<file path="src/rtl/aln_pkg.sv">
`default_nettype none
// ----------------------------------------------------------------------------
// aln_pkg
// Shared widths, register indexes, reset values and the configuration bundle
// of the audio level normalizer.
// ----------------------------------------------------------------------------
package aln_pkg;

    localparam int SAMPLE_W   = 16;
    localparam int PROD_W     = 2 * SAMPLE_W;
    localparam int CNT_W      = 4;
    localparam int DIV_CNT_W  = $clog2(SAMPLE_W);
    localparam int CFG_ADDR_W = 3;
    localparam int CFG_DATA_W = 16;

    // in tdata: rms_sample, period_elapsed, magnitude
    localparam int S_TDATA_BITS = 2 * SAMPLE_W + 1;
    localparam int S_TDATA_W    = ((S_TDATA_BITS + 7) / 8) * 8;
    localparam int M_TDATA_W    = 2 * SAMPLE_W;

    localparam logic [CFG_ADDR_W-1:0] REG_SILENCE_FLOOR  = 3'd0;
    localparam logic [CFG_ADDR_W-1:0] REG_BIG_GAP        = 3'd1;
    localparam logic [CFG_ADDR_W-1:0] REG_FAST_RATE      = 3'd2;
    localparam logic [CFG_ADDR_W-1:0] REG_MEDIUM_RATE    = 3'd3;
    localparam logic [CFG_ADDR_W-1:0] REG_SLOW_RATE      = 3'd4;
    localparam logic [CFG_ADDR_W-1:0] REG_WARMUP_UPDATES = 3'd5;
    localparam logic [CFG_ADDR_W-1:0] REG_TARGET_LEVEL   = 3'd6;

    localparam logic FUNC_RMS = 1'b0;
    localparam logic FUNC_MAG = 1'b1;

    localparam logic [SAMPLE_W-1:0] RST_SILENCE_FLOOR  = 16'd4588;
    localparam logic [SAMPLE_W-1:0] RST_BIG_GAP        = 16'd6554;
    localparam logic [SAMPLE_W-1:0] RST_FAST_RATE      = 16'd3277;
    localparam logic [SAMPLE_W-1:0] RST_MEDIUM_RATE    = 16'd1638;
    localparam logic [SAMPLE_W-1:0] RST_SLOW_RATE      = 16'd98;
    localparam logic [CNT_W-1:0]    RST_WARMUP_UPDATES = 4'd10;
    localparam logic [SAMPLE_W-1:0] RST_TARGET_LEVEL   = 16'd32768;
    localparam logic [SAMPLE_W-1:0] RST_LEVEL          = 16'd32768;

    localparam logic [CNT_W-1:0] CNT_MAX = '1;

    typedef struct packed {
        logic [SAMPLE_W-1:0] silence_floor;
        logic [SAMPLE_W-1:0] big_gap;
        logic [SAMPLE_W-1:0] fast_rate;
        logic [SAMPLE_W-1:0] medium_rate;
        logic [SAMPLE_W-1:0] slow_rate;
        logic [CNT_W-1:0]    warmup_updates;
        logic [SAMPLE_W-1:0] target_level;
    } cfg_t;

endpackage
`default_nettype wire

</file>
<file path="src/rtl/aln_cfg_regs.sv">
`default_nettype none
// ----------------------------------------------------------------------------
// aln_cfg_regs
// Configuration register file written through the index/data channel.
// ----------------------------------------------------------------------------
module aln_cfg_regs (
    input  logic                             aclk,
    input  logic                             aresetn,
    input  logic                             cfg_valid,
    output logic                             cfg_ready,
    input  logic [aln_pkg::CFG_ADDR_W-1:0]   cfg_addr,
    input  logic [aln_pkg::CFG_DATA_W-1:0]   cfg_data,
    output aln_pkg::cfg_t                    cfg
);

    aln_pkg::cfg_t cfg_reg;

    assign cfg_ready = 1'b1;
    assign cfg       = cfg_reg;

    always_ff @(posedge aclk) begin
        if (!aresetn) begin
            cfg_reg.silence_floor  <= aln_pkg::RST_SILENCE_FLOOR;
            cfg_reg.big_gap        <= aln_pkg::RST_BIG_GAP;
            cfg_reg.fast_rate      <= aln_pkg::RST_FAST_RATE;
            cfg_reg.medium_rate    <= aln_pkg::RST_MEDIUM_RATE;
            cfg_reg.slow_rate      <= aln_pkg::RST_SLOW_RATE;
            cfg_reg.warmup_updates <= aln_pkg::RST_WARMUP_UPDATES;
            cfg_reg.target_level   <= aln_pkg::RST_TARGET_LEVEL;
        end else if (cfg_valid) begin
            unique case (cfg_addr)
                aln_pkg::REG_SILENCE_FLOOR:  cfg_reg.silence_floor  <= cfg_data;
                aln_pkg::REG_BIG_GAP:        cfg_reg.big_gap        <= cfg_data;
                aln_pkg::REG_FAST_RATE:      cfg_reg.fast_rate      <= cfg_data;
                aln_pkg::REG_MEDIUM_RATE:    cfg_reg.medium_rate    <= cfg_data;
                aln_pkg::REG_SLOW_RATE:      cfg_reg.slow_rate      <= cfg_data;
                aln_pkg::REG_WARMUP_UPDATES: begin
                    cfg_reg.warmup_updates <= cfg_data[aln_pkg::CNT_W-1:0];
                end
                aln_pkg::REG_TARGET_LEVEL:   cfg_reg.target_level   <= cfg_data;
                default: ;
            endcase
        end
    end

endmodule
`default_nettype wire

</file>
<file path="src/rtl/aln_div.sv">
`default_nettype none
// ----------------------------------------------------------------------------
// aln_div
// Restoring radix-2 divider, one quotient bit per cycle. The upper half of
// the dividend must be below the divisor, so the quotient fits one sample.
// ----------------------------------------------------------------------------
module aln_div (
    input  logic                           aclk,
    input  logic                           aresetn,
    input  logic                           start,
    input  logic [aln_pkg::PROD_W-1:0]     num,
    input  logic [aln_pkg::SAMPLE_W-1:0]   den,
    output logic                           done,
    output logic [aln_pkg::SAMPLE_W-1:0]   quot
);

    localparam int W = aln_pkg::SAMPLE_W;
    localparam logic [aln_pkg::DIV_CNT_W-1:0] LAST_STEP = '1;

    logic                         busy_reg;
    logic                         done_reg;
    logic [aln_pkg::DIV_CNT_W-1:0] cnt_reg;
    logic [W-1:0]                 rem_reg;
    logic [W-1:0]                 shift_reg;
    logic [W-1:0]                 den_reg;
    logic [W:0]                   trial;
    logic [W:0]                   diff;
    logic                         ge;

    // shift_reg feeds dividend bits out the top and takes quotient bits in
    assign trial = {rem_reg, shift_reg[W-1]};
    assign diff  = trial - {1'b0, den_reg};
    assign ge    = trial >= {1'b0, den_reg};
    assign done  = done_reg;
    assign quot  = shift_reg;

    always_ff @(posedge aclk) begin
        if (!aresetn) begin
            busy_reg <= 1'b0;
            done_reg <= 1'b0;
            cnt_reg  <= '0;
        end else begin
            done_reg <= busy_reg && !start && (cnt_reg == LAST_STEP);
            if (start) begin
                busy_reg  <= 1'b1;
                cnt_reg   <= '0;
                rem_reg   <= num[aln_pkg::PROD_W-1:W];
                shift_reg <= num[W-1:0];
                den_reg   <= den;
            end else if (busy_reg) begin
                rem_reg   <= ge ? diff[W-1:0] : trial[W-1:0];
                shift_reg <= {shift_reg[W-2:0], ge};
                cnt_reg   <= cnt_reg + 1'b1;
                if (cnt_reg == LAST_STEP) begin
                    busy_reg <= 1'b0;
                end
            end
        end
    end

endmodule
`default_nettype wire

</file>
<file path="src/rtl/audio_level_normalizer.sv">
`default_nettype none
// ----------------------------------------------------------------------------
// audio_level_normalizer
// Automatic gain normalizer: tracks the RMS level of the audio and scales
// spectrum magnitudes by target_level / tracked level, Q0.16 unsigned.
// ----------------------------------------------------------------------------
// One word is worked on at a time; s_tready is low while it is in flight, and
// the finished result waits in the output register while the next word comes
// in. An RMS word without period_elapsed goes straight to the emit step; one
// with the period update first passes rate pick and step, then clamp. A
// magnitude word passes the accept, one multiply, one saturation check that
// also loads the bit-serial divider, its 16 steps, one step to take the
// quotient and one to emit. Saturating magnitudes skip the divider. A result
// that finds the output register still held by a low m_tready waits in the
// emit state until that result is taken. Configuration writes are taken at
// any time but belong between words.
// ----------------------------------------------------------------------------
module audio_level_normalizer (
    input  logic                             aclk,
    input  logic                             aresetn,
    input  logic                             s_tvalid,
    output logic                             s_tready,
    // rms_sample [15:0], period_elapsed [16], magnitude [32:17], zero [39:33]
    input  logic [aln_pkg::S_TDATA_W-1:0]    s_tdata,
    // func
    input  logic                             s_tuser,
    output logic                             m_tvalid,
    input  logic                             m_tready,
    // normalized [15:0], level [31:16]
    output logic [aln_pkg::M_TDATA_W-1:0]    m_tdata,
    input  logic                             cfg_valid,
    output logic                             cfg_ready,
    input  logic [aln_pkg::CFG_ADDR_W-1:0]   cfg_addr,
    input  logic [aln_pkg::CFG_DATA_W-1:0]   cfg_data
);

    localparam int W = aln_pkg::SAMPLE_W;

    typedef enum logic [2:0] {
        ST_IDLE,
        ST_RATE,
        ST_CLAMP,
        ST_MUL,
        ST_CHECK,
        ST_DIV,
        ST_EMIT
    } state_t;

    aln_pkg::cfg_t cfg;

    state_t                       state_reg;
    logic [W-1:0]                 level_reg;
    logic [W-1:0]                 peak_reg;
    logic [aln_pkg::CNT_W-1:0]    count_reg;
    logic                         up_reg;
    logic [W:0]                   step_reg;
    logic [W-1:0]                 mag_reg;
    logic [aln_pkg::PROD_W-1:0]   prod_reg;
    logic [W-1:0]                 norm_reg;
    logic                         m_valid_reg;
    logic [aln_pkg::M_TDATA_W-1:0] m_data_reg;

    logic [W-1:0] in_rms;
    logic         in_period;
    logic [W-1:0] in_mag;
    logic [W-1:0] rate;
    logic [W-1:0] gap;
    logic         peak_above;
    logic [W-1:0] level_next;
    logic [W-1:0] down_lvl;
    logic         div_start;
    logic         div_done;
    logic [W-1:0] div_quot;
    logic         sat;

    assign in_rms    = s_tdata[W-1:0];
    assign in_period = s_tdata[W];
    assign in_mag    = s_tdata[2*W:W+1];

    assign s_tready = (state_reg == ST_IDLE);
    assign m_tvalid = m_valid_reg;
    assign m_tdata  = m_data_reg;

    aln_cfg_regs u_cfg (
        .aclk      (aclk),
        .aresetn   (aresetn),
        .cfg_valid (cfg_valid),
        .cfg_ready (cfg_ready),
        .cfg_addr  (cfg_addr),
        .cfg_data  (cfg_data),
        .cfg       (cfg)
    );

    assign sat       = prod_reg[aln_pkg::PROD_W-1:W] >= level_reg;
    assign div_start = (state_reg == ST_CHECK) && !sat;

    aln_div u_div (
        .aclk    (aclk),
        .aresetn (aresetn),
        .start   (div_start),
        .num     (prod_reg),
        .den     (level_reg),
        .done    (div_done),
        .quot    (div_quot)
    );

    // rate pick
    assign peak_above = peak_reg > level_reg;
    assign gap        = peak_reg - level_reg;

    always_comb begin
        priority if (peak_reg < cfg.silence_floor) begin
            rate = '0;
        end else if (count_reg < cfg.warmup_updates) begin
            rate = cfg.fast_rate;
        end else if (peak_above && gap > cfg.big_gap) begin
            rate = cfg.medium_rate;
        end else begin
            rate = cfg.slow_rate;
        end
    end

    // clamp of the stepped level
    always_comb begin
        down_lvl = step_reg[W-1:0];
        if (down_lvl < peak_reg) begin
            down_lvl = peak_reg;
        end
        if (down_lvl < cfg.silence_floor) begin
            down_lvl = cfg.silence_floor;
        end
        if (up_reg) begin
            level_next = (step_reg < {1'b0, peak_reg}) ? step_reg[W-1:0] : peak_reg;
        end else begin
            level_next = down_lvl;
        end
    end

    always_ff @(posedge aclk) begin
        if (!aresetn) begin
            state_reg   <= ST_IDLE;
            level_reg   <= aln_pkg::RST_LEVEL;
            peak_reg    <= '0;
            count_reg   <= '0;
            m_valid_reg <= 1'b0;
        end else begin
            if (m_tready && state_reg != ST_EMIT) begin
                m_valid_reg <= 1'b0;
            end
            unique case (state_reg)
                ST_IDLE: begin
                    if (s_tvalid) begin
                        if (s_tuser == aln_pkg::FUNC_MAG) begin
                            mag_reg   <= in_mag;
                            state_reg <= ST_MUL;
                        end else begin
                            if (in_rms > peak_reg) begin
                                peak_reg <= in_rms;
                            end
                            norm_reg  <= '0;
                            state_reg <= in_period ? ST_RATE : ST_EMIT;
                        end
                    end
                end
                ST_RATE: begin
                    up_reg <= peak_above;
                    if (peak_above) begin
                        step_reg <= {1'b0, level_reg} + {1'b0, rate};
                    end else if (level_reg > rate) begin
                        step_reg <= {1'b0, level_reg - rate};
                    end else begin
                        step_reg <= '0;
                    end
                    state_reg <= ST_CLAMP;
                end
                ST_CLAMP: begin
                    level_reg <= level_next;
                    peak_reg  <= '0;
                    if (count_reg != aln_pkg::CNT_MAX) begin
                        count_reg <= count_reg + 1'b1;
                    end
                    state_reg <= ST_EMIT;
                end
                ST_MUL: begin
                    prod_reg  <= mag_reg * cfg.target_level;
                    state_reg <= ST_CHECK;
                end
                ST_CHECK: begin
                    if (sat) begin
                        norm_reg  <= '1;
                        state_reg <= ST_EMIT;
                    end else begin
                        state_reg <= ST_DIV;
                    end
                end
                ST_DIV: begin
                    if (div_done) begin
                        norm_reg  <= div_quot;
                        state_reg <= ST_EMIT;
                    end
                end
                ST_EMIT: begin
                    if (!m_valid_reg || m_tready) begin
                        m_valid_reg <= 1'b1;
                        m_data_reg  <= {level_reg, norm_reg};
                        state_reg   <= ST_IDLE;
                    end
                end
                default: state_reg <= ST_IDLE;
            endcase
        end
    end

    a_busy_after_accept: assert property (@(posedge aclk) disable iff (!aresetn)
        s_tvalid && s_tready |=> !s_tready)
        else $error("input taken while a word is in flight");

    a_div_done_in_div: assert property (@(posedge aclk) disable iff (!aresetn)
        div_done |-> state_reg == ST_DIV)
        else $error("divider finished outside the divide phase");

    a_peak_cleared: assert property (@(posedge aclk) disable iff (!aresetn)
        state_reg == ST_CLAMP |=> peak_reg == '0)
        else $error("peak not cleared after level update");

    a_count_saturates: assert property (@(posedge aclk) disable iff (!aresetn)
        count_reg == aln_pkg::CNT_MAX |=> count_reg == aln_pkg::CNT_MAX)
        else $error("update count wrapped");

endmodule
`default_nettype wire

</file>
<file path="config.mk">
export PLATFORM = sky130hd
export DESIGN_NAME = audio_level_normalizer
export DESIGN_NICKNAME = d
export VERILOG_FILES = /design/src/rtl/aln_pkg.sv /design/src/rtl/aln_cfg_regs.sv /design/src/rtl/aln_div.sv /design/src/rtl/audio_level_normalizer.sv
export SDC_FILE = /design/constraint.sdc
export NUM_CORES = 1
export LEC_CHECK = 0
export BUFFER_PORTS_ARGS = -buffer_cell sky130_fd_sc_hd__buf_4
export CORE_ASPECT_RATIO = 1.1
export CORE_MARGIN = 10
export CORE_UTILIZATION = 58
export DETAILED_ROUTE_END_ITERATION = 16
export PLACE_DENSITY = 0.78
export SETUP_SLACK_MARGIN = 0.05
export SLEW_MARGIN = 15
export SYNTH_ARGS = -nofsm -noshare
export SYNTH_HDL_FRONTEND = slang
export SYNTH_HIERARCHICAL = 1
export SYNTH_SLANG_ARGS = --single-unit
export TNS_END_PERCENT = 1
</file>
<file path="constraint.sdc">
create_clock -name aclk -period 6.6 [get_ports aclk]
set_input_delay 0.33 -clock aclk [delete_from_list [all_inputs] [get_ports aclk]]
set_output_delay 0.33 -clock aclk [all_outputs]
set_load 0.02 [all_outputs]
</file>
==> summary.md <==
| Metric | Value |
|---|---|
| Worst EP required | 6.99 ns |
| First-pass GRT wire length | 114000 um |
| CTS Buf Count | 36 |
| Nets@finish | 3440 |
| Die span in y | 243 um |
| H-tree levels | 2 |
| Combinational share of power | 0.475 |
| Critical path launch point type | flop |
| GR Overflow Total | 0 |
| Post-layout min period | 6.36 ns |
| Pint | 5.32 mW |
| Fin util | 0.673 |
| Top FF cell, synth | edfxtp_1 |
| Clk sinks | 308 |
| Design area | 30100 sq um |
| CP max stage cell | or3_4 |
| Register share of total power | 0.292 |
| Synthesized area per cell | 9.65 sq um |
| Slew headroom | 0.245 |
| Slew Limit Fails | 0 |
| Routed Antenna Nets | 0 |
| FF-to-FF End | step_reg[14] |
| Crit. End Element | flop |
| Fin Setup TNS | 0 ns |
| Via/cell ratio | 5.92 |
| Mapped Nets | 3260 |
| Initial antenna violation count | 2 |
| Clock power frac | 0.232 |
| Final WL | 72300 um |
| Non-Filler Instances | 3517 |
| DR iter-0 viols | 1783 |
| I/O pin count | 100 |
| Max FO, Critical Path | 7 |
| Min-delay src | s_tdata[11] |
| FF/Latch Area | 7800 sq um |
| Endpoints failing setup | 0 |
| Critical Path AT | 6.76 ns |
| Layout cells sized above 1 | 0.139 |
| Routability cong. | 0.971 |
| Achievable frequency | 157 MHz |
| Clk_lat worst skew | 0.57 ns |
| Netlist cell types | 89 |
| GRT Overall Usage | 0.261 |
| Sw Pwr | 3.37 mW |
| Pin count of the biggest net entering global routing | 116 |
| FF+latch count, synth | 308 |
| Initial Util | 0.589 |
| RSZ-0062 raised after global routing | true |
| 1st-pass router iterations | 7 |
| PortBufs | 91 |
| Total power | 8.69 mW |
| CTS tree | built |
| Worst vdd ir | 0.226 mV |
| DP HPWL | 55900 um |
| Synth warn | 6 |
| Area delta synth->final | 14.3% |
| Final WS setup | 0.237 ns |
| Via count | 20.8k |
| Fin crit share | 0.964 |
| PD cells | 289 nW/um^2 |
| Clock buffer depth | 3 |
| Reg2reg start | level_reg[1] |
| Clock Pin Slew Worst Setup and Hold Paths | 0.06 ns |
| Switching Fraction | 0.387 |
| FF-to-FF setup slack | 0.24 ns |
| Max-cap violation count | 0 |
| Critical setup path kind | flop to flop |
| Dpl cell area | 28300 sq um |
| Wire per inst | 20.6 um |
| Hold path depth | 2 |
| Lkg Pwr | 13.8 nW |
| Worst hold path type | input pin to flop |
| Max reg flops | 100 |
| Hold slack final | 0.0225 ns |
| Filler instances | 3402 |
| Post-synth EDFFs | 162 |
| Multi-input gate area | 16900 sq um |
| Worst reg2reg path depth | 32 |
| Biggest cell delay along the critical path | 0.40 ns |
| Result of the run | complete, no violations |
| Clk_skew | 0.0158 ns |
| Die Span X | 223 um |
| Post-synth ARST share | 0 |
| Residual DRC count | 0 |
| Die ar. | 54300 sq um |
| Syn Std Cell Area | 26300 sq um |
| Hold Crit Endpoint | peak_reg[11] |
| Core area | 44700 sq um |
| Register area share after synthesis | 0.296 |
| Fin. Hold Viols | 0 |
| Slew @ Worst Pin | 1.13 ns |
| Clk Tree Root Cell | clkbuf_16 |
| Core Rows | 81 |
| Vias in the first global route | 21.1k |
| Syn Inst Count | 2727 |
| Setup slack after placement | -0.102 ns |
| Placed insts | 3415 |
timing repair:
action,CTS,global route
setup endpoints to repair,11,21
resized for setup,9,51
hold buffers,25,0
setup buffers,0,9
cloned,0,0
endpoints found under the hold margin,25,0
pin swaps,3,21
how the worst max path moves through the flow:
stage | startpoint | end | depth (start not counted)
floorplan | level_reg[1] | step_reg[14] | 30
global placement | peak_reg[1] | step_reg[14] | 29
detailed placement | peak_reg[1] | step_reg[14] | 29
CTS | peak_reg[0] | step_reg[10] | 29
global route | level_reg[1] | step_reg[14] | 31
finish | level_reg[1] | step_reg[14] | 32
cell type report:
type	count	area share
clock buffers	46	0.0333
diodes	1	0.0000832
multi-input cells	1940	0.563
clock inverters	20	0.00641
inverters	361	0.0451
repair buffers	260	0.0690
well taps	581	0.0242
flip-flops and latches	308	0.259
placed cells by master (no fill, tap or decap), types with 52 or more instances in the layout:
master,n
nor2b_1,65
o21ai_0,79
buf_4,229
a21o_1,52
fa_1,196
a21oi_1,117
ha_1,264
nand2_1,305
nor2_1,109
dfxtp_1,135
edfxtp_1,162
inv_1,360
mux2i_1,131
and2_1,121
synth_stat cells (82+ instances only):
library cell    n  share of area
a21oi_1       123          0.023
edfxtp_1      162           0.18
mux2i_1       133          0.051
ha_1          270           0.13
fa_1          198           0.15
o21ai_0        82          0.016
inv_1         360          0.051
nand2_1       305          0.044
dfxtp_1       146           0.11
and2_1        121          0.029
clkbuf_1       91          0.013
nor2_1        112          0.016
power by group through the flow:
stage                     Combinational (mW)  Sequential (mW)  Clock (mW)
after floorplan                         2.65             2.54           0
final                                   4.13             2.54        2.02
after global routing                    4.53             2.56        2.13
after detailed placement                3.86             2.57           0
after CTS                               3.92             2.53        2.06
after global placement                  3.73             2.57           0
routing by layer:
layer	vias to the layer above	wire (um)	track usage
li1	9645	-	-
met1	10200	30400	0.343
met2	830	33400	0.422
met3	172	5410	0.0430
met4	0	3080	0.106
met5	-	0	0
kinds of logic after synthesis:
kind of cell,share of synthesized area
DFF,0.296
other,0.000143
xor gates and xnor gates,0.0226
and+or+nand+nor,0.140
buffers and inverters,0.0707
adders and majority gates,0.279
AOI/OAI and AO/OA,0.127
muxes,0.0639
worst max-delay path, delay by kind of cell (launching register included):
family | cells | cell delay (ns)
and+or+nand+nor | 10 | 2.17
muxes | 1 | 0.12
xor gates and xnor gates | 1 | 0.10
DFF | 1 | 0.33
buffers and inverters | 6 | 0.70
adders and majority gates | 3 | 0.96
AOI/OAI and AO/OA | 11 | 1.80
(Power assumes the default switching activity.)
